$ cat src/rtl/upd_pkg.sv
`timescale 1ns / 1ps
// ----------------------------------------------------------------------------
// upd_pkg: shared types and constants of the URI percent decoder
// Request structs, the result group passed from front to back, mode codes
// and the hex digit decode.
// ----------------------------------------------------------------------------
package upd_pkg;

  // Result group queue depth
  localparam int unsigned QDEPTH = 4;

  localparam logic [7:0] PERCENT_CHAR = 8'h25;

  typedef enum logic [2:0] {
    MODE_IDLE = 3'd0,
    MODE_UTF8 = 3'd1,
    MODE_HEX1 = 3'd2,
    MODE_HEX2 = 3'd3,
    MODE_DROP = 3'd4
  } upd_mode_e;

  typedef struct packed {
    logic [7:0] in_byte;
    logic       last;
  } upd_in_t;

  typedef struct packed {
    logic [7:0] out_byte;
    logic       end_of_message;
    logic       error;
  } upd_out_t;

  // Up to four results caused by one input byte; cnt holds count minus one
  typedef struct packed {
    logic [3:0][7:0] data;
    logic [1:0]      cnt;
    logic            eom;
    logic            err;
  } upd_grp_t;

  typedef struct packed {
    logic       ok;
    logic [3:0] nib;
  } upd_hex_t;

  // Decode one ASCII hex digit, either case
  function automatic upd_hex_t hex_decode(input logic [7:0] c);
    upd_hex_t r;
    r.ok  = 1'b1;
    r.nib = c[3:0];
    if (c >= 8'h30 && c <= 8'h39) begin
      r.nib = c[3:0];
    end else if ((c >= 8'h61 && c <= 8'h66) || (c >= 8'h41 && c <= 8'h46)) begin
      r.nib = c[3:0] + 4'd9;
    end else begin
      r.ok  = 1'b0;
      r.nib = 4'd0;
    end
    return r;
  endfunction

endpackage

$ cat src/rtl/upd_front.sv
`timescale 1ns / 1ps
// ----------------------------------------------------------------------------
// upd_front: byte classifier
// Tracks escape and UTF-8 sequence state and turns each request into a
// group of zero to four results for the queue.
// ----------------------------------------------------------------------------
module upd_front (
  input  logic             clk_i,
  input  logic             rst_ni,
  input  logic             in_valid_i,
  output logic             in_ready_o,
  input  upd_pkg::upd_in_t in_req_i,
  input  logic             space_i,
  output logic             push_o,
  output upd_pkg::upd_grp_t grp_o
);
  import upd_pkg::*;

  upd_mode_e  mode_q, mode_d;
  logic [1:0] held_q, held_d;
  logic [1:0] needed_q, needed_d;
  logic [3:0] nib_q, nib_d;
  logic [7:0] seq_q [3];
  logic       seq_we;
  logic [1:0] seq_idx;

  logic       accept;
  logic       err;
  logic [7:0] b;
  upd_hex_t   hx;
  upd_grp_t   grp;
  logic       emit;

  assign in_ready_o = space_i;
  assign accept     = in_valid_i & space_i;
  assign b          = in_req_i.in_byte;
  assign hx         = hex_decode(b);

  // Classify the byte and build its result group
  always_comb begin
    mode_d   = mode_q;
    held_d   = held_q;
    needed_d = needed_q;
    nib_d    = nib_q;
    seq_we   = 1'b0;
    seq_idx  = held_q;
    err      = 1'b0;
    emit     = 1'b0;
    grp      = '0;
    grp.data = {b, b, b, b};

    unique case (mode_q)
      MODE_IDLE: begin
        if (b == PERCENT_CHAR) begin
          mode_d = MODE_HEX1;
        end else if (!b[7]) begin
          emit = 1'b1;
        end else if (b[7:5] == 3'b110 || b[7:4] == 4'b1110 || b[7:3] == 5'b11110) begin
          seq_we   = 1'b1;
          seq_idx  = 2'd0;
          held_d   = 2'd1;
          needed_d = (b[7:5] == 3'b110) ? 2'd1 : (b[7:4] == 4'b1110) ? 2'd2 : 2'd3;
          mode_d   = MODE_UTF8;
        end else begin
          err = 1'b1;
        end
      end
      MODE_UTF8: begin
        if (b[7:6] != 2'b10) begin
          err = 1'b1;
        end else if (needed_q <= 2'd1) begin
          // Release the held sequence followed by this byte
          emit         = 1'b1;
          grp.cnt      = held_q;
          grp.data[0]  = seq_q[0];
          grp.data[1]  = (held_q >= 2'd2) ? seq_q[1] : b;
          grp.data[2]  = (held_q == 2'd3) ? seq_q[2] : b;
          held_d       = 2'd0;
          needed_d     = 2'd0;
          mode_d       = MODE_IDLE;
        end else begin
          if (held_q != 2'd3) begin
            seq_we = 1'b1;
            held_d = held_q + 2'd1;
          end
          needed_d = needed_q - 2'd1;
        end
      end
      MODE_HEX1: begin
        if (!hx.ok) begin
          err = 1'b1;
        end else begin
          nib_d  = hx.nib;
          mode_d = MODE_HEX2;
        end
      end
      MODE_HEX2: begin
        if (!hx.ok) begin
          err = 1'b1;
        end else begin
          emit        = 1'b1;
          grp.data[0] = {nib_q, hx.nib};
          mode_d      = MODE_IDLE;
        end
      end
      MODE_DROP: begin
      end
      default: begin
      end
    endcase

    // Flag a sequence or escape cut off by the last byte
    if (!err && in_req_i.last &&
        (mode_d == MODE_UTF8 || mode_d == MODE_HEX1 || mode_d == MODE_HEX2)) begin
      err = 1'b1;
    end

    if (err) begin
      emit     = 1'b1;
      grp      = '0;
      grp.err  = 1'b1;
      mode_d   = MODE_DROP;
      held_d   = 2'd0;
      needed_d = 2'd0;
      seq_we   = 1'b0;
    end

    if (in_req_i.last) begin
      grp.eom  = 1'b1;
      mode_d   = MODE_IDLE;
      held_d   = 2'd0;
      needed_d = 2'd0;
      nib_d    = 4'd0;
    end
  end

  assign push_o = accept & emit;
  assign grp_o  = grp;

  // Advance control state on each accepted request
  always_ff @(posedge clk_i or negedge rst_ni) begin
    if (!rst_ni) begin
      mode_q   <= MODE_IDLE;
      held_q   <= 2'd0;
      needed_q <= 2'd0;
      nib_q    <= 4'd0;
    end else if (accept) begin
      mode_q   <= mode_d;
      held_q   <= held_d;
      needed_q <= needed_d;
      nib_q    <= nib_d;
    end
  end

  // Hold bytes of an unfinished sequence
  always_ff @(posedge clk_i) begin
    if (accept && seq_we) begin
      seq_q[seq_idx] <= b;
    end
  end

  a_utf8_counts: assert property (@(posedge clk_i) disable iff (!rst_ni)
    mode_q == MODE_UTF8 |-> held_q != 2'd0 && needed_q != 2'd0)
    else $error("sequence mode with empty counters");

  a_drop_clear: assert property (@(posedge clk_i) disable iff (!rst_ni)
    mode_q == MODE_DROP |-> held_q == 2'd0 && needed_q == 2'd0)
    else $error("drop mode with live counters");

  a_err_single: assert property (@(posedge clk_i) disable iff (!rst_ni)
    push_o && grp_o.err |-> grp_o.cnt == 2'd0 && grp_o.data == '0)
    else $error("error group not a single zero result");

endmodule

$ cat src/rtl/upd_fifo.sv
`timescale 1ns / 1ps
// ----------------------------------------------------------------------------
// upd_fifo: result group queue
// Small register queue that decouples the classifier from the output side.
// ----------------------------------------------------------------------------
module upd_fifo #(
  parameter int unsigned Depth = upd_pkg::QDEPTH
) (
  input  logic              clk_i,
  input  logic              rst_ni,
  input  logic              push_i,
  input  upd_pkg::upd_grp_t wdata_i,
  output logic              space_o,
  input  logic              pop_i,
  output logic              avail_o,
  output upd_pkg::upd_grp_t rdata_o
);
  import upd_pkg::*;

  localparam int unsigned PtrW = (Depth > 1) ? $clog2(Depth) : 1;
  localparam int unsigned CntW = $clog2(Depth + 1);
  localparam logic [PtrW-1:0] LastPtr = PtrW'(Depth - 1);

  upd_grp_t        mem_q [Depth];
  logic [PtrW-1:0] wptr_q, rptr_q;
  logic [CntW-1:0] cnt_q;

  assign space_o = cnt_q != CntW'(Depth);
  assign avail_o = cnt_q != '0;
  assign rdata_o = mem_q[rptr_q];

  // Advance pointers and occupancy
  always_ff @(posedge clk_i or negedge rst_ni) begin
    if (!rst_ni) begin
      wptr_q <= '0;
      rptr_q <= '0;
      cnt_q  <= '0;
    end else begin
      if (push_i) begin
        wptr_q <= (wptr_q == LastPtr) ? '0 : wptr_q + 1'b1;
      end
      if (pop_i) begin
        rptr_q <= (rptr_q == LastPtr) ? '0 : rptr_q + 1'b1;
      end
      if (push_i && !pop_i) begin
        cnt_q <= cnt_q + 1'b1;
      end else if (!push_i && pop_i) begin
        cnt_q <= cnt_q - 1'b1;
      end
    end
  end

  // Store pushed groups
  always_ff @(posedge clk_i) begin
    if (push_i) begin
      mem_q[wptr_q] <= wdata_i;
    end
  end

endmodule

$ cat src/rtl/upd_back.sv
`timescale 1ns / 1ps
// ----------------------------------------------------------------------------
// upd_back: result serializer
// Holds one result group and hands out its bytes one per cycle while ready.
// ----------------------------------------------------------------------------
module upd_back (
  input  logic              clk_i,
  input  logic              rst_ni,
  input  logic              avail_i,
  input  upd_pkg::upd_grp_t grp_i,
  output logic              pop_o,
  output logic              out_valid_o,
  input  logic              out_ready_i,
  output upd_pkg::upd_out_t out_req_o
);
  import upd_pkg::*;

  upd_grp_t   grp_q;
  logic [1:0] idx_q;
  logic       busy_q;
  logic       take;
  logic       done;

  assign take  = busy_q & out_ready_i;
  assign done  = take & (idx_q == grp_q.cnt);
  assign pop_o = avail_i & (!busy_q | done);

  assign out_valid_o              = busy_q;
  assign out_req_o.out_byte       = grp_q.data[idx_q];
  assign out_req_o.end_of_message = grp_q.eom & (idx_q == grp_q.cnt);
  assign out_req_o.error          = grp_q.err;

  // Advance through the group, load the next one when it is used up
  always_ff @(posedge clk_i or negedge rst_ni) begin
    if (!rst_ni) begin
      busy_q <= 1'b0;
      idx_q  <= 2'd0;
    end else if (pop_o) begin
      busy_q <= 1'b1;
      idx_q  <= 2'd0;
    end else if (done) begin
      busy_q <= 1'b0;
      idx_q  <= 2'd0;
    end else if (take) begin
      idx_q <= idx_q + 2'd1;
    end
  end

  // Capture the group payload
  always_ff @(posedge clk_i) begin
    if (pop_o) begin
      grp_q <= grp_i;
    end
  end

  a_idx_range: assert property (@(posedge clk_i) disable iff (!rst_ni)
    busy_q |-> idx_q <= grp_q.cnt)
    else $error("result index past group size");

  a_pop_when_free: assert property (@(posedge clk_i) disable iff (!rst_ni)
    pop_o |-> !busy_q || (out_ready_i && idx_q == grp_q.cnt))
    else $error("group loaded over a live one");

  a_err_zero: assert property (@(posedge clk_i) disable iff (!rst_ni)
    out_valid_o && out_req_o.error |-> out_req_o.out_byte == 8'd0 &&
      idx_q == 2'd0)
    else $error("error result carries data");

endmodule

$ cat src/rtl/uri_percent_decoder_utf8_check.sv
`timescale 1ns / 1ps
// ----------------------------------------------------------------------------
// uri_percent_decoder_utf8_check: streaming percent decoder with UTF-8 check
// Decodes %XX escapes and passes UTF-8 sequences through once complete.
// ----------------------------------------------------------------------------
// Accepts one byte per cycle while the group queue (QDepth entries) has room.
// The classifier turns each byte into zero to four results in the same
// cycle; the output side emits one result per cycle while out_ready_i is
// high, so the queue absorbs the burst from a byte that completes a
// four-byte sequence. A result is registered in the group queue, then in
// the serializer's group register. A malformed message yields a single
// error result and the rest of the message up to the last byte is dropped.
// ----------------------------------------------------------------------------
module uri_percent_decoder_utf8_check #(
  parameter int unsigned QDepth = upd_pkg::QDEPTH
) (
  input  logic              clk_i,
  input  logic              rst_ni,
  input  logic              in_valid_i,
  output logic              in_ready_o,
  input  upd_pkg::upd_in_t  in_req_i,
  output logic              out_valid_o,
  input  logic              out_ready_i,
  output upd_pkg::upd_out_t out_req_o
);
  import upd_pkg::*;

  upd_grp_t push_grp;
  upd_grp_t head_grp;
  logic     push;
  logic     pop;
  logic     space;
  logic     avail;

  // Classify incoming bytes
  upd_front u_front (
    .clk_i      (clk_i),
    .rst_ni     (rst_ni),
    .in_valid_i (in_valid_i),
    .in_ready_o (in_ready_o),
    .in_req_i   (in_req_i),
    .space_i    (space),
    .push_o     (push),
    .grp_o      (push_grp)
  );

  // Buffer result groups
  upd_fifo #(
    .Depth (QDepth)
  ) u_fifo (
    .clk_i   (clk_i),
    .rst_ni  (rst_ni),
    .push_i  (push),
    .wdata_i (push_grp),
    .space_o (space),
    .pop_i   (pop),
    .avail_o (avail),
    .rdata_o (head_grp)
  );

  // Serialize results
  upd_back u_back (
    .clk_i       (clk_i),
    .rst_ni      (rst_ni),
    .avail_i     (avail),
    .grp_i       (head_grp),
    .pop_o       (pop),
    .out_valid_o (out_valid_o),
    .out_ready_i (out_ready_i),
    .out_req_o   (out_req_o)
  );

endmodule
$ cat config.mk
export PLATFORM = sky130hd
export DESIGN_NAME = uri_percent_decoder_utf8_check
export DESIGN_NICKNAME = d
export VERILOG_FILES = /design/src/rtl/upd_pkg.sv /design/src/rtl/upd_front.sv /design/src/rtl/upd_fifo.sv /design/src/rtl/upd_back.sv /design/src/rtl/uri_percent_decoder_utf8_check.sv
export SDC_FILE = /design/constraint.sdc
export NUM_CORES = 1
export LEC_CHECK = 0
export ABC_CLOCK_PERIOD_IN_PS = 5600
export BUFFER_PORTS_ARGS = -buffer_cell sky130_fd_sc_hd__buf_2
export CAP_MARGIN = 25
export CORE_UTILIZATION = 40
export DETAILED_ROUTE_END_ITERATION = 6
export SLEW_MARGIN = 40
export SYNTH_ARGS = -nofsm -noshare
export SYNTH_HDL_FRONTEND = slang
export SYNTH_SLANG_ARGS = --single-unit
$ cat constraint.sdc
create_clock -name clk_i -period 5.6 [get_ports clk_i]
set_input_delay 0.56 -clock clk_i [delete_from_list [all_inputs] [get_ports clk_i]]
set_output_delay 0.56 -clock clk_i [all_outputs]
set_load 0.05 [all_outputs]
## Word level (Yosys, flattened, before mapping)

Memory sizes are Yosys's and may differ from the RTL's. A register that Yosys moved wholly into a read port is not among the register bits.
Cells that the tools add are included.

- Flip-flop bits (word level): 21
- Bits in writable memories: 168
- Bits of input ports: 13
- Output and inout port bits: 12
- Memories kept: 2

Memory list:

| name | depth | bits a word | read ports | clocked after memory_dff | write ports | RTL line | RTL |
|---|---|---|---|---|---|---|---|
| u_fifo.mem_q | 4 | 36 | 1 | 1 | 1 | upd_fifo.sv:24 | `upd_grp_t mem_q [Depth];` |
| u_front.seq_q | 3 | 8 | 3 | 0 | 1 | upd_front.sv:23 | `logic [7:0] seq_q [3];` |

- $add $sub $neg: 8
- Magnitude comparators: 9
- Equality and inequality tests: 22
- Mux-type cells: 87
- Bitwise logic cells: 7
- Reduce and logical (&&, ||, !) cells: 29

Operator list:

| cell | number |
|---|---|
| 2-bit two-way mux | 26 |
| 26-bit two-way mux | 2 |
| 36-bit two-way mux | 1 |
| 3-bit two-way mux | 11 |
| 8-bit two-way mux | 4 |
| 1-bit two-way mux | 29 |
| 4-bit two-way mux | 5 |
| 8-bit binary-select mux with 2-bit select | 1 |
| 8-bit by 7-bit >= comparator with 1-bit output (second input constant) | 2 |
| 8-bit by 7-bit less-or-equal comparator with 1-bit output (second input constant) | 2 |
| 16-bit two-way mux | 1 |
| 8-bit one-hot mux with 2 select lines | 1 |
| 3-bit by 2-bit equality test with 1-bit output (second input constant) | 4 |
| 4-bit by 3-bit != test with 1-bit output (second input constant) | 3 |
| 3-bit one-hot mux with 4 select lines | 1 |
| 2-bit by 1-bit adder with 2-bit output (second input constant) | 4 |
| 8-bit by 6-bit equality test with 1-bit output (second input constant) | 1 |
| 8-bit by 6-bit >= comparator with 1-bit output (second input constant) | 1 |
| 8-bit by 6-bit less-or-equal comparator with 1-bit output (second input constant) | 1 |
| 1-bit logical AND | 8 |
| 2-bit one-hot mux with 2 select lines | 2 |
| 2-bit nonzero test | 4 |
| 7-bit AND reduction | 1 |
| 1-bit bitwise AND | 6 |
| 28 further kinds | 41 |

## Depth between registers and ports, before layout

Gate-level depths: netlist of the first run.

- Word-level depth: 18
- Mapped depth: 13
- Gate-level depth less buffers: 13

## Hierarchy

A second synthesis of the first run with hierarchy kept.

- Cell total of the unflattened synthesis: 570
- Area, all modules: 9628.0 µm²

Modules (own cells, without submodules):

| module | instances | cells an instance | area an instance (µm²) | sequential area each (µm²) |
|---|---|---|---|---|
| upd_fifo | 1 | 226 | 5621.6 | 4499.3 |
| upd_front | 1 | 274 | 2487.4 | 996.0 |
| upd_back | 1 | 70 | 1519.0 | 1156.1 |

## Worst setup path after synthesis of the first run

No wires, ideal clock.

- Kind: reg2reg
- Start: reg u_back.idx_q[0]
- End: reg u_fifo.cnt_q[1]
- Setup time: 0.125 ns
- Arrival: 3.886 ns
- Setup slack: 1.590 ns
- Stages on the path, launching flop included: 10
- Buffers on the path: 0
- Period minus slack after synthesis: 4.010 ns
- Cells stage by stage: dfrtp_1 > xor2_1 > nor2_1 > nand2_1 > a21oi_1 > inv_1 > ha_1 > inv_1 > fa_1 > mux2_2

- Longest elaborated chain between the ends: 7

RTL lines:

| element | RTL line | RTL |
|---|---|---|
| from (decl) | upd_back.sv:19 | `logic [1:0] idx_q;` |
| from (signal assigned) | upd_back.sv:45 | `idx_q <= idx_q + 2'd1;` |
| 2-bit equality test (*) | upd_back.sv:25 | `assign done = take & (idx_q == grp_q.cnt);` |
| 1-bit bitwise AND (*) | upd_back.sv:25 |  |
| 1-bit bitwise OR (*) | upd_back.sv:26 | `assign pop_o = avail_i & (!busy_q \| done);` |
| 1-bit bitwise AND (*) | upd_back.sv:26 |  |
| named net pop | uri_percent_decoder_utf8_check.sv:31 | `logic pop;` |
| 1-bit logical NOT | upd_fifo.sv:45 | `if (push_i && !pop_i) begin` |
| 1-bit logical AND | upd_fifo.sv:45 |  |
| 3-bit two-way mux / 2-bit nonzero test (equally long branches) | n/a |  |
| to (signal assigned) | upd_fifo.sv:46 | `cnt_q <= cnt_q + 1'b1;` |
| to (signal assigned) | upd_fifo.sv:48 | `cnt_q <= cnt_q - 1'b1;` |
| to (decl) | upd_fifo.sv:26 | `logic [CntW-1:0] cnt_q;` |

Mark *: on every way through the listed nets, which the timed path passes. The rest lies on a longest branch.
A chain may end at the register's enable or synchronous reset.

## Worst setup path in the final report of the first run

- Start: reg u_front.needed_q[1]
- End: reg u_fifo.cnt_q[2]

- Longest elaborated chain between the ends: 14

RTL lines:

| element | RTL line | RTL |
|---|---|---|
| from (decl) | upd_front.sv:21 | `logic [1:0] needed_q, needed_d;` |
| from (signal assigned) | upd_front.sv:150 | `needed_q <= needed_d;` |
| 2-bit by 1-bit less-or-equal comparator with 1-bit output (*) | upd_front.sv:71 | `end else if (needed_q <= 2'd1) begin` |
| 3-bit two-way mux | upd_front.sv:71 |  |
| 3-bit two-way mux | upd_front.sv:69 | `if (b[7:6] != 2'b10) begin` |
| 3-bit one-hot mux with 4 select lines | upd_front.sv:52 | `unique case (mode_q)` |
| 3-bit by 1-bit equality test with 1-bit output / 3-bit by 2-bit equality test with 1-bit output (equally long branches) | upd_front.sv:114 | `(mode_d == MODE_UTF8 \|\| mode_d == MODE_HEX1 \|\| mode_d == MODE_HEX2)) begin` |
| 1-bit logical OR (2 in a row) | upd_front.sv:114 |  |
| 1-bit logical AND | upd_front.sv:113 | `if (!err && in_req_i.last &&` |
| 1-bit two-way mux | upd_front.sv:113 |  |
| 1-bit two-way mux (*) | upd_front.sv:118 | `if (err) begin` |
| 1-bit bitwise AND (*) | upd_front.sv:137 | `assign push_o = accept & emit;` |
| named net push | uri_percent_decoder_utf8_check.sv:30 | `logic push;` |
| 1-bit logical NOT | upd_fifo.sv:47 | `end else if (!push_i && pop_i) begin` |
| 1-bit logical AND | upd_fifo.sv:47 |  |
| 2-bit nonzero test (no line) | n/a |  |

Marks and branches as above.

==> flow_metrics.tcl, run 1 <==
set metrics [dict create \
    grt_setup_unrepaired "no" \
    stdcell_area_um2 10600 \
    path_cells "nor3b_1 -> nand3_1 -> o41ai_1 -> a21oi_2 -> a311oi_4 -> ha_1 -> inv_1 -> fa_1 -> xor2_1 -> nor2_1 -> xor2_1" \
    yosys_warnings 0 \
    synth-seq-area-share_pct 70.6 \
    ys.flop_type "edfxtp_1" \
    worst-path-buf-inv 1 \
    yosys.area_share.simple_pct 7.36 \
    numCtsBuffers 23 \
    fin_skew_ns 0.0104 \
    cp-end-kind "register" \
    worst_ep_required_time_ns 6.03 \
    arrival_ns 3.74 \
    drt_first_pass_iters 5 \
    use_met2_pct 27.4 \
    period_needed_ns 3.31 \
    cts_hold_buf 0 \
    start_util_pct 41.2 \
    dieWidth_um 155 \
    maxSlewHeadroom_pct 54.1 \
    drc 0 \
    finalWirelength_mm 18.8 \
    grt_pass1_vias 5280 \
    grt_max_degree 40 \
    slowest_delay_ns 0.52 \
    fp-row-count 55 \
    synth_cell_types 60 \
    finalSetupTns_ns 0 \
    die-area_um2 24200 \
    vdd_ir_drop_max_mv 0.221 \
    grt_antenna_before_repair 0 \
    multi_input_comb_area_um2 2630 \
    grt_util_met1_pct 22.1 \
    crit_top_cell "xor2_1" \
    area_delta_synth_final_pct 12.9 \
    top_usage_layer "met2" \
    finalSetupViolations 0 \
    num_antenna_cells 0 \
    worstPathMaxFanout 11 \
    placed_area_um2 9890 \
    worstMarginPinSlew_ns 0.684 \
    vias_per_cell 5.44 \
    drv_slew 0 \
    synth.largest_area_cell "edfxtp_1" \
    synth_adder_area_share_pct 1.81 \
    clock_sinks 225 \
    clk_latency_ns 0.51 \
    synth_mux_area_share_pct 12.2 \
    io-pin-count 25 \
    maxCapViolations 0 \
    overflow 0 \
    synth_edf_count 204 \
    track_usage_pct 16.3 \
    cts_buffer_depth 3 \
    h-tree-depth 1 \
    hold_viol_final 0 \
    fmax_mhz 302 \
    worstSetupPathType "reg -> reg" \
    routabilityCongestion 0.890 \
    portBuffers 24 \
    clkTransAtPathRegs_ns 0.06 \
    post_cts_resized 0 \
    synth_compound_area_share_pct 5.47 \
    min_path_type "in -> async" \
    synth_common_cells "edfxtp_1, mux4_2, nand2_1" \
    syn_area_um2 9420 \
    coreArea_um2 22800 \
    status "finished clean" \
    vias 4965 \
    p_leak_uw 0.00355 \
    postSynth.asyncResetShare_pct 9.33 \
    dieHeight_um 155 \
    grt_pass1_wl_mm 30.0 \
    rr_startpoint "u_front.needed_q[1]" \
    grt.met3_usage_pct 2.20 \
    cpMaxStageDelayCell "a311oi_4" \
    drive_gt1_share_pct 22.0 \
    synth_area_leaders "edfxtp_1, mux4_2, dfrtp_1, ha_1, nand2_1" \
    cp-start-kind "register" \
    post-synth-top-count-cell "edfxtp_1" \
    root_buffer "clkbuf_16" \
    synth_top_family_by_area "multiplexers" \
    netlist_instances 555 \
    ant_nets 0 \
    post_cts_buffers 0 \
    critical-path-top-delay-family "simple AND/OR/NAND/NOR gates" \
    synth_top_area_share_pct 65.0 \
    startpoint "u_front.needed_q[1]" \
    synth_nets 581 \
    period_share_pct 59.2 \
    cts_tree "done" \
    place_hpwl_mm 11.5 \
    synth_xor_area_share_pct 0.744 \
    nets 608 \
    fillers 1966 \
    ys_ff_latch 225 \
    first_iter_violations 423 \
    syn-mean-instance-area_um2 17.0 \
    avgRoutedWirePerCell_um 20.6 \
    powerDensity_nw_per_um2 510 \
    seq_area_um2 6650 \
]
==> state kept, by name, indices dropped and copies added, names as in the netlist <==
name	flops
u_fifo.mem_q	144
u_back.grp_q	35
u_front.seq_q	24
u_front.nib_q	4
u_fifo.cnt_q	3
u_front.mode_q	3
u_back.idx_q	2
u_fifo.rptr_q	2
u_fifo.wptr_q	2
u_front.held_q	2
u_front.needed_q	2
u_back.out_req_o	1
u_back.out_valid_o	1
==> placed cells by master (no fill, tap or decap), types with 12 or more instances in the layout <==
cell       instances
o21ai_0           13
buf_2             24
ha_1              12
nand2_1           38
edfxtp_1         204
nor2_1            29
nand3_1           16
mux4_2            44
clkbuf_16         23
a21oi_1           18
dfrtp_1           20
==> final timing paths <==
| check | endpoint | slack (ns) | cells past startpoint |
|---|---|---|---|
| worst max-delay path | u_fifo.cnt_q[2] | 2.29 | 11 |
| worst min-delay path | u_fifo.wptr_q[1] | 0.02 | 1 |
| worst max register to register | u_fifo.cnt_q[2] | 2.29 | 11 |
| worst min register to register | u_front.nib_q[2] | 0.53 | 2 |
| max in group asynchronous | u_fifo.rptr_q[0] | 5.21 | 1 |
| min in group clk_i | u_front.seq_q[2][1] | 0.39 | 1 |
==> metal layers <==
metal	routed length, um	vias to the layer above
li1	-	2248
met4	385	0
met5	0	-
met1	8170	2554
met2	9180	134
met3	1030	29
==> metrics by stage <==
step	hold slack [ns]	worst slack (ns)	power, uW	std cells	util [%]
4_1_cts	0.0265	2.30	5490	912	46.5
3_3_place_gp	0.512	1.78	3940	870	43.2
6_report	0.0227	2.29	5420	912	46.6
3_5_place_dp	0.516	1.77	3990	870	43.3
2_1_floorplan	0.264	1.59	3560	555	-
5_1_grt	0.0510	1.93	5690	912	46.6
==> worst reg2reg max path: stages, from the launching register on <==
cell	delay (ns)
dfrtp_1	0.50
nor3b_1	0.50
nand3_1	0.31
o41ai_1	0.17
a21oi_2	0.09
a311oi_4	0.52
ha_1	0.27
inv_1	0.06
fa_1	0.37
xor2_1	0.17
nor2_1	0.12
xor2_1	0.16
==> power breakdown <==
part	total [uW]	switching (uW)	internal [uW]
logic	1500	932	571
registers	2420	129	2290
clock network	1500	608	893
==> cell type report <==
class | count | area share (%)
clock buffers | 27 | 5.55
well taps | 313 | 3.68
clock inverters | 15 | 1.41
repair buffers | 32 | 1.73
multi-input cells | 289 | 24.7
inverters | 11 | 0.388
flip-flops and latches | 225 | 62.5
==> logic make-up (layout without fill, tap and decap cells) <==
family,Yosys count,in the layout
compound gates,71,71
xor+xnor,8,8
fa+ha+maj,13,13
buf+inv,41,85
flops,225,225
mux,58,58
simple gates,139,139
Note: power is estimated with default switching activity, not from simulation.
==> inputs of run 2 (changes only) <==
--- a/config.mk
+++ b/config.mk
@@ -5,7 +5,7 @@
 export SDC_FILE = /design/constraint.sdc
 export NUM_CORES = 1
 export LEC_CHECK = 0
-export ABC_CLOCK_PERIOD_IN_PS = 5600
+export ABC_CLOCK_PERIOD_IN_PS = 3400
 export BUFFER_PORTS_ARGS = -buffer_cell sky130_fd_sc_hd__buf_2
 export CAP_MARGIN = 25
 export CORE_UTILIZATION = 40
==> constraint.sdc (replaced) <==
create_clock -name clk_i -period 3.4 [get_ports clk_i]
set_input_delay 0.34 -clock clk_i [delete_from_list [all_inputs] [get_ports clk_i]]
set_output_delay 0.34 -clock clk_i [all_outputs]
set_load 0.05 [all_outputs]
==> flow_metrics.tcl, run 2 (synthesized netlist as in run 1, its figures left out) <==
set metrics [dict create \
    area_delta_synth_final_pct 15.9 \
    final_cell_mix "edfxtp_1, mux4_2, nand2_1" \
    worstPathMaxFanout 11 \
    coreArea_um2 22800 \
    maxSlewHeadroom_pct 57.8 \
    clock_sinks 225 \
    die-area_um2 24200 \
    cp-start-kind "register" \
    io-pin-count 25 \
    place_hpwl_mm 11.9 \
    h-tree-depth 1 \
    clkTransAtPathRegs_ns 0.07 \
    finalSetupTns_ns 0 \
    largest_reg_flops 144 \
    worst_slack_ns 0.511 \
    period_share_pct 85.0 \
    cpMaxStageDelayCell "dfrtp_1" \
    fp-row-count 55 \
    ant_nets 0 \
    crit_top_cell "xor2_1" \
    drv_slew 0 \
    routabilityCongestion 0.898 \
    slowest_delay_ns 0.51 \
    worstSetupPathType "reg -> reg" \
    grt_setup_unrepaired "no" \
    vias 5075 \
    grt_pass1_vias 5271 \
    post_cts_resized 0 \
    grt_pass1_wl_mm 30.6 \
    biggestRegsByFlops "u_fifo.mem_q x144, u_back.grp_q x35, u_front.seq_q x24" \
    finalWirelength_mm 19.7 \
    num_antenna_cells 0 \
    largest_register "u_fifo.mem_q" \
    cp-end-kind "register" \
    worst-path-buf-inv 1 \
    cts_buffer_depth 3 \
    cts_tree "done" \
    powerDensity_nw_per_um2 847 \
    vias_per_cell 5.44 \
    fmax_mhz 346 \
    first_iter_violations 385 \
    place_ws_ns 0.137 \
    start_util_pct 41.2 \
    avgRoutedWirePerCell_um 21.1 \
    root_buffer "clkbuf_16" \
    critical-path-top-delay-family "compound AO/OA/AOI/OAI gates" \
    drt_first_pass_iters 4 \
    min_path_type "in -> reg" \
    fin_skew_ns 0.0172 \
    p_leak_uw 0.00369 \
    dieWidth_um 155 \
    hold_viol_final 0 \
    track_usage_pct 16.9 \
    clk_latency_ns 0.52 \
    nets 629 \
    finalSetupViolations 0 \
    portBuffers 24 \
    dieHeight_um 155 \
    post_cts_buffers 0 \
    grt_antenna_before_repair 1 \
    grt_max_degree 39 \
    worst_ep_required_time_ns 3.85 \
    layout_commonest_cell "edfxtp_1" \
    path_cells "nor3_1 -> a41o_1 -> o211ai_1 -> a31o_2 -> a311oi_4 -> ha_1 -> inv_1 -> fa_1 -> xor2_1 -> nor2_1 -> xor2_1" \
    drc 0 \
    vdd_ir_drop_max_mv 0.374 \
    overflow 0 \
    worstMarginPinSlew_ns 0.627 \
    status "finished clean" \
    drive_gt1_share_pct 24.0 \
    maxCapViolations 0 \
    numCtsBuffers 24 \
    period_needed_ns 2.89 \
    arrival_ns 3.34 \
]
-- run 2: changes by cell type in the layout (fill, tap and decap cells not counted), moves of 2 or more --
cell	previous run	this run
and2_2	0	4
buf_12	0	6
and2_4	4	0
clkinv_1	3	0
buf_4	7	21
clkbuf_16	23	25
clkbuf_8	0	3
clkinv_2	8	3
clkbuf_1	4	8
-- run 2: stage by stage --
| stage | total power, uW | util (%) | area, um2 | hold slack (ns) | instances |
|---|---|---|---|---|---|
| floorplan | 5870 | - | 9430 | 0.0444 | 555 |
| global placement | 6610 | 44.2 | 10100 | 0.332 | 889 |
| finish | 9250 | 47.8 | 10900 | 0.161 | 933 |
| CTS | 9380 | 47.8 | 10900 | 0.145 | 933 |
| global route | 9690 | 47.8 | 10900 | 0.173 | 933 |
| detailed placement | 6700 | 44.2 | 10100 | 0.345 | 889 |
-- run 2: final timing paths --
| kind | start | end | slack [ns] | cells after the start |
|---|---|---|---|---|
| worst min-delay path | in_req_i[2] | u_front.seq_q[2][1] | 0.16 | 1 |
| max in group asynchronous | rst_ni | u_fifo.rptr_q[0] | 2.70 | 2 |
| worst max-delay path | u_front.mode_q[2] | u_fifo.cnt_q[2] | 0.51 | 11 |
| min in group asynchronous | rst_ni | u_front.held_q[0] | 0.33 | 2 |
| worst max register to register | u_front.mode_q[2] | u_fifo.cnt_q[2] | 0.51 | 11 |
| worst min register to register | u_fifo.cnt_q[2] | u_fifo.cnt_q[2] | 0.53 | 1 |
-- run 2: layer usage --
metal  global-route usage [%]  wire length (um)  part of all wire, %  vias up
met4                     6.68               495                  2.5        2
li1                         -                 -                    -     2285
met3                     2.84              1320                  6.7       34
met1                     23.3              8420                   43     2590
met5                        0                10                0.051        -
met2                     26.8              9450                   48      164
-- run 2: where the power goes --
group / leakage (uW) / total (uW) / internal [uW] / switching, uW
Clock: 0.000393 / 2660 / 1640 / 1030
Sequential: 0.00213 / 4030 / 3760 / 269
Combinational: 0.00117 / 2550 / 1030 / 1520
Total: 0.00369 / 9250 / 6440 / 2810
-- run 2: final cells by class --
type | count | area, um2
multi-input combinational | 289 | 2620
inverter | 11 | 41.3
timing repair buffer | 52 | 408
tap | 313 | 392
fill | 1961 | 11900
sequential | 225 | 6650
clock inverter | 7 | 113
clock buffer | 36 | 697
-- run 2: repair_timing --
item | 4_1_cts | 5_1_grt
setup endpoints to repair | 0 | 0
hold buffers | 1 | 0
hold endpoints to repair | 21 | 0
==> inputs of run 3 (changes only) <==
--- a/config.mk
+++ b/config.mk
@@ -5,7 +5,7 @@
 export SDC_FILE = /design/constraint.sdc
 export NUM_CORES = 1
 export LEC_CHECK = 0
-export ABC_CLOCK_PERIOD_IN_PS = 3400
+export ABC_CLOCK_PERIOD_IN_PS = 2500
 export BUFFER_PORTS_ARGS = -buffer_cell sky130_fd_sc_hd__buf_2
 export CAP_MARGIN = 25
 export CORE_UTILIZATION = 40
==> constraint.sdc (replaced) <==
create_clock -name clk_i -period 2.5 [get_ports clk_i]
set_input_delay 0.25 -clock clk_i [delete_from_list [all_inputs] [get_ports clk_i]]
set_output_delay 0.25 -clock clk_i [all_outputs]
set_load 0.05 [all_outputs]
==> flow_metrics.tcl, run 3 (synthesized netlist as in run 1, its figures left out) <==
set metrics [dict create \
    portBuffers 24 \
    path_cells "buf_6 -> nor2_4 -> buf_6 -> nand2_4 -> o21a_1 -> o21a_2 -> a311oi_4 -> ha_2 -> inv_2 -> fa_2 -> xor2_1 -> nor2_1 -> xor2_1" \
    grt_setup_unrepaired "yes" \
    fp-row-count 55 \
    vias 5350 \
    worst_ep_required_time_ns 2.93 \
    status "finished with violations" \
    period_needed_ns 2.69 \
    min_from "in_req_i[1]" \
    placed_area_um2 10600 \
    cp-start-kind "register" \
    cts_tree "done" \
    clkTransAtPathRegs_ns 0.07 \
    grt_pass1_vias 5537 \
    vias_per_cell 5.26 \
    die-area_um2 24200 \
    min_path_type "in -> reg" \
    largest_register "u_fifo.mem_q" \
    dieHeight_um 155 \
    rr_startpoint "u_front.mode_q[2]" \
    worstMarginPinSlew_ns 0.744 \
    largest_reg_flops 144 \
    arrival_ns 3.12 \
    area_delta_synth_final_pct 25.8 \
    ant_nets 0 \
    num_antenna_cells 0 \
    drv_slew 0 \
    io-pin-count 25 \
    finalWirelength_mm 21.6 \
    first_iter_violations 453 \
    coreArea_um2 22800 \
    grt_antenna_before_repair 1 \
    grt_pass1_wl_mm 32.1 \
    numCtsBuffers 24 \
    drc 0 \
    final_cells 1017 \
    nets 712 \
    dieWidth_um 155 \
    h-tree-depth 1 \
    slowest_delay_ns 0.45 \
    cpMaxStageDelayCell "dfrtp_2" \
    period_share_pct 107 \
    worstSetupPathType "reg -> reg" \
    powerDensity_nw_per_um2 1130 \
    track_usage_pct 17.7 \
    routabilityCongestion 0.913 \
    p_leak_uw 0.00419 \
    maxCapViolations 0 \
    root_buffer "clkbuf_16" \
    final_cell_mix "edfxtp_1, buf_4, mux4_2" \
    place_hpwl_mm 13.5 \
    drt_first_pass_iters 6 \
    hold_viol_final 0 \
    worst_slack_ns -0.187 \
    worstPathMaxFanout 5 \
    finalSetupViolations 113 \
    failed_checks "setup timing" \
    clock_sinks 225 \
    fmax_mhz 372 \
    drive_gt1_share_pct 35.4 \
    maxSlewHeadroom_pct 50.4 \
    start_util_pct 41.2 \
    cts_buffer_depth 3 \
    placed_cells 953 \
    avgRoutedWirePerCell_um 21.2 \
    stdcell_area_um2 11900 \
    biggestRegsByFlops "u_fifo.mem_q x144, u_back.grp_q x35, u_front.seq_q x24" \
    startpoint "u_front.mode_q[2]" \
    clk_latency_ns 0.51 \
    final_util_pct 51.9 \
    cp-end-kind "register" \
    fin_skew_ns 0.0127 \
    grt_max_degree 39 \
    overflow 0 \
    vdd_ir_drop_max_mv 0.539 \
    layout_commonest_cell "edfxtp_1" \
]
==> run 3: repair_timing <==
item / CTS / global route
endpoints found under the setup margin: 134 / 142
buffers inserted: 4 / 4
hold endpoints to repair: 21 / 0
gates cloned: 1 / 10
gates resized for setup: 9 / 16
pin swaps: 7 / 4
hold buffers: 1 / 0
==> run 3: area by class of cell <==
| class | instances | area (um2) |
|---|---|---|
| multi-input combinational | 289 | 2690 |
| fill | 1880 | 11000 |
| clock buffer | 34 | 689 |
| sequential | 225 | 6650 |
| timing repair buffer | 135 | 1260 |
| tap | 313 | 392 |
| inverter | 11 | 41.3 |
| clock inverter | 10 | 129 |
==> run 3: worst max-delay path: cells and delay by family, from the launching register on <==
kind	cells	cell delay (ns)
fa+ha+maj	2	0.64
compound gates	3	0.68
buf+inv	3	0.30
simple gates	3	0.24
flops	1	0.45
xor+xnor	2	0.30
==> run 3: power by group <==
group	switching, uW	total, uW	internal [uW]	leakage [uW]
Clock	1400	3630	2230	0.000398
Combinational	2300	4270	1970	0.00166
Sequential	325	5450	5120	0.00213
Total	4020	13300	9320	0.00419
==> run 3: worst paths after layout <==
kind | end | slack, ns | cells after the start
max in group asynchronous | u_front.mode_q[2] | 1.81 | 2
worst max-delay path | u_fifo.cnt_q[2] | -0.19 | 13
worst max register to register | u_fifo.cnt_q[2] | -0.19 | 13
min in group asynchronous | u_fifo.cnt_q[2] | 0.27 | 2
worst min-delay path | u_front.seq_q[1][0] | 0.02 | 1
worst min register to register | u_front.nib_q[2] | 0.53 | 2
==> run 3: through the flow <==
stage                     TNS (ns)  worst slack [ns]  total power (uW)  hold WS (ns)
after floorplan             -19.39            -0.255              8000       -0.0456
after global placement      -37.91            -0.405              9410         0.264
after detailed placement    -50.22            -0.467              9510         0.280
after CTS                    -2.02            -0.174             13200       0.00839
after global routing         -9.21            -0.306             13900        0.0243
final                        -3.15            -0.187             13300        0.0238
==> run 3: per-layer routing <==
metal  wire, um  part of all wire, %  global-route usage, %  vias to the layer above
met3       1000                  4.6                   2.79                       22
met5         13                0.060                      0                        -
met4        263                  1.2                   3.92                        2
met1       9720                   45                   24.0                     2743
li1           -                    -                      -                     2460
met2      10600                   49                   30.0                      123
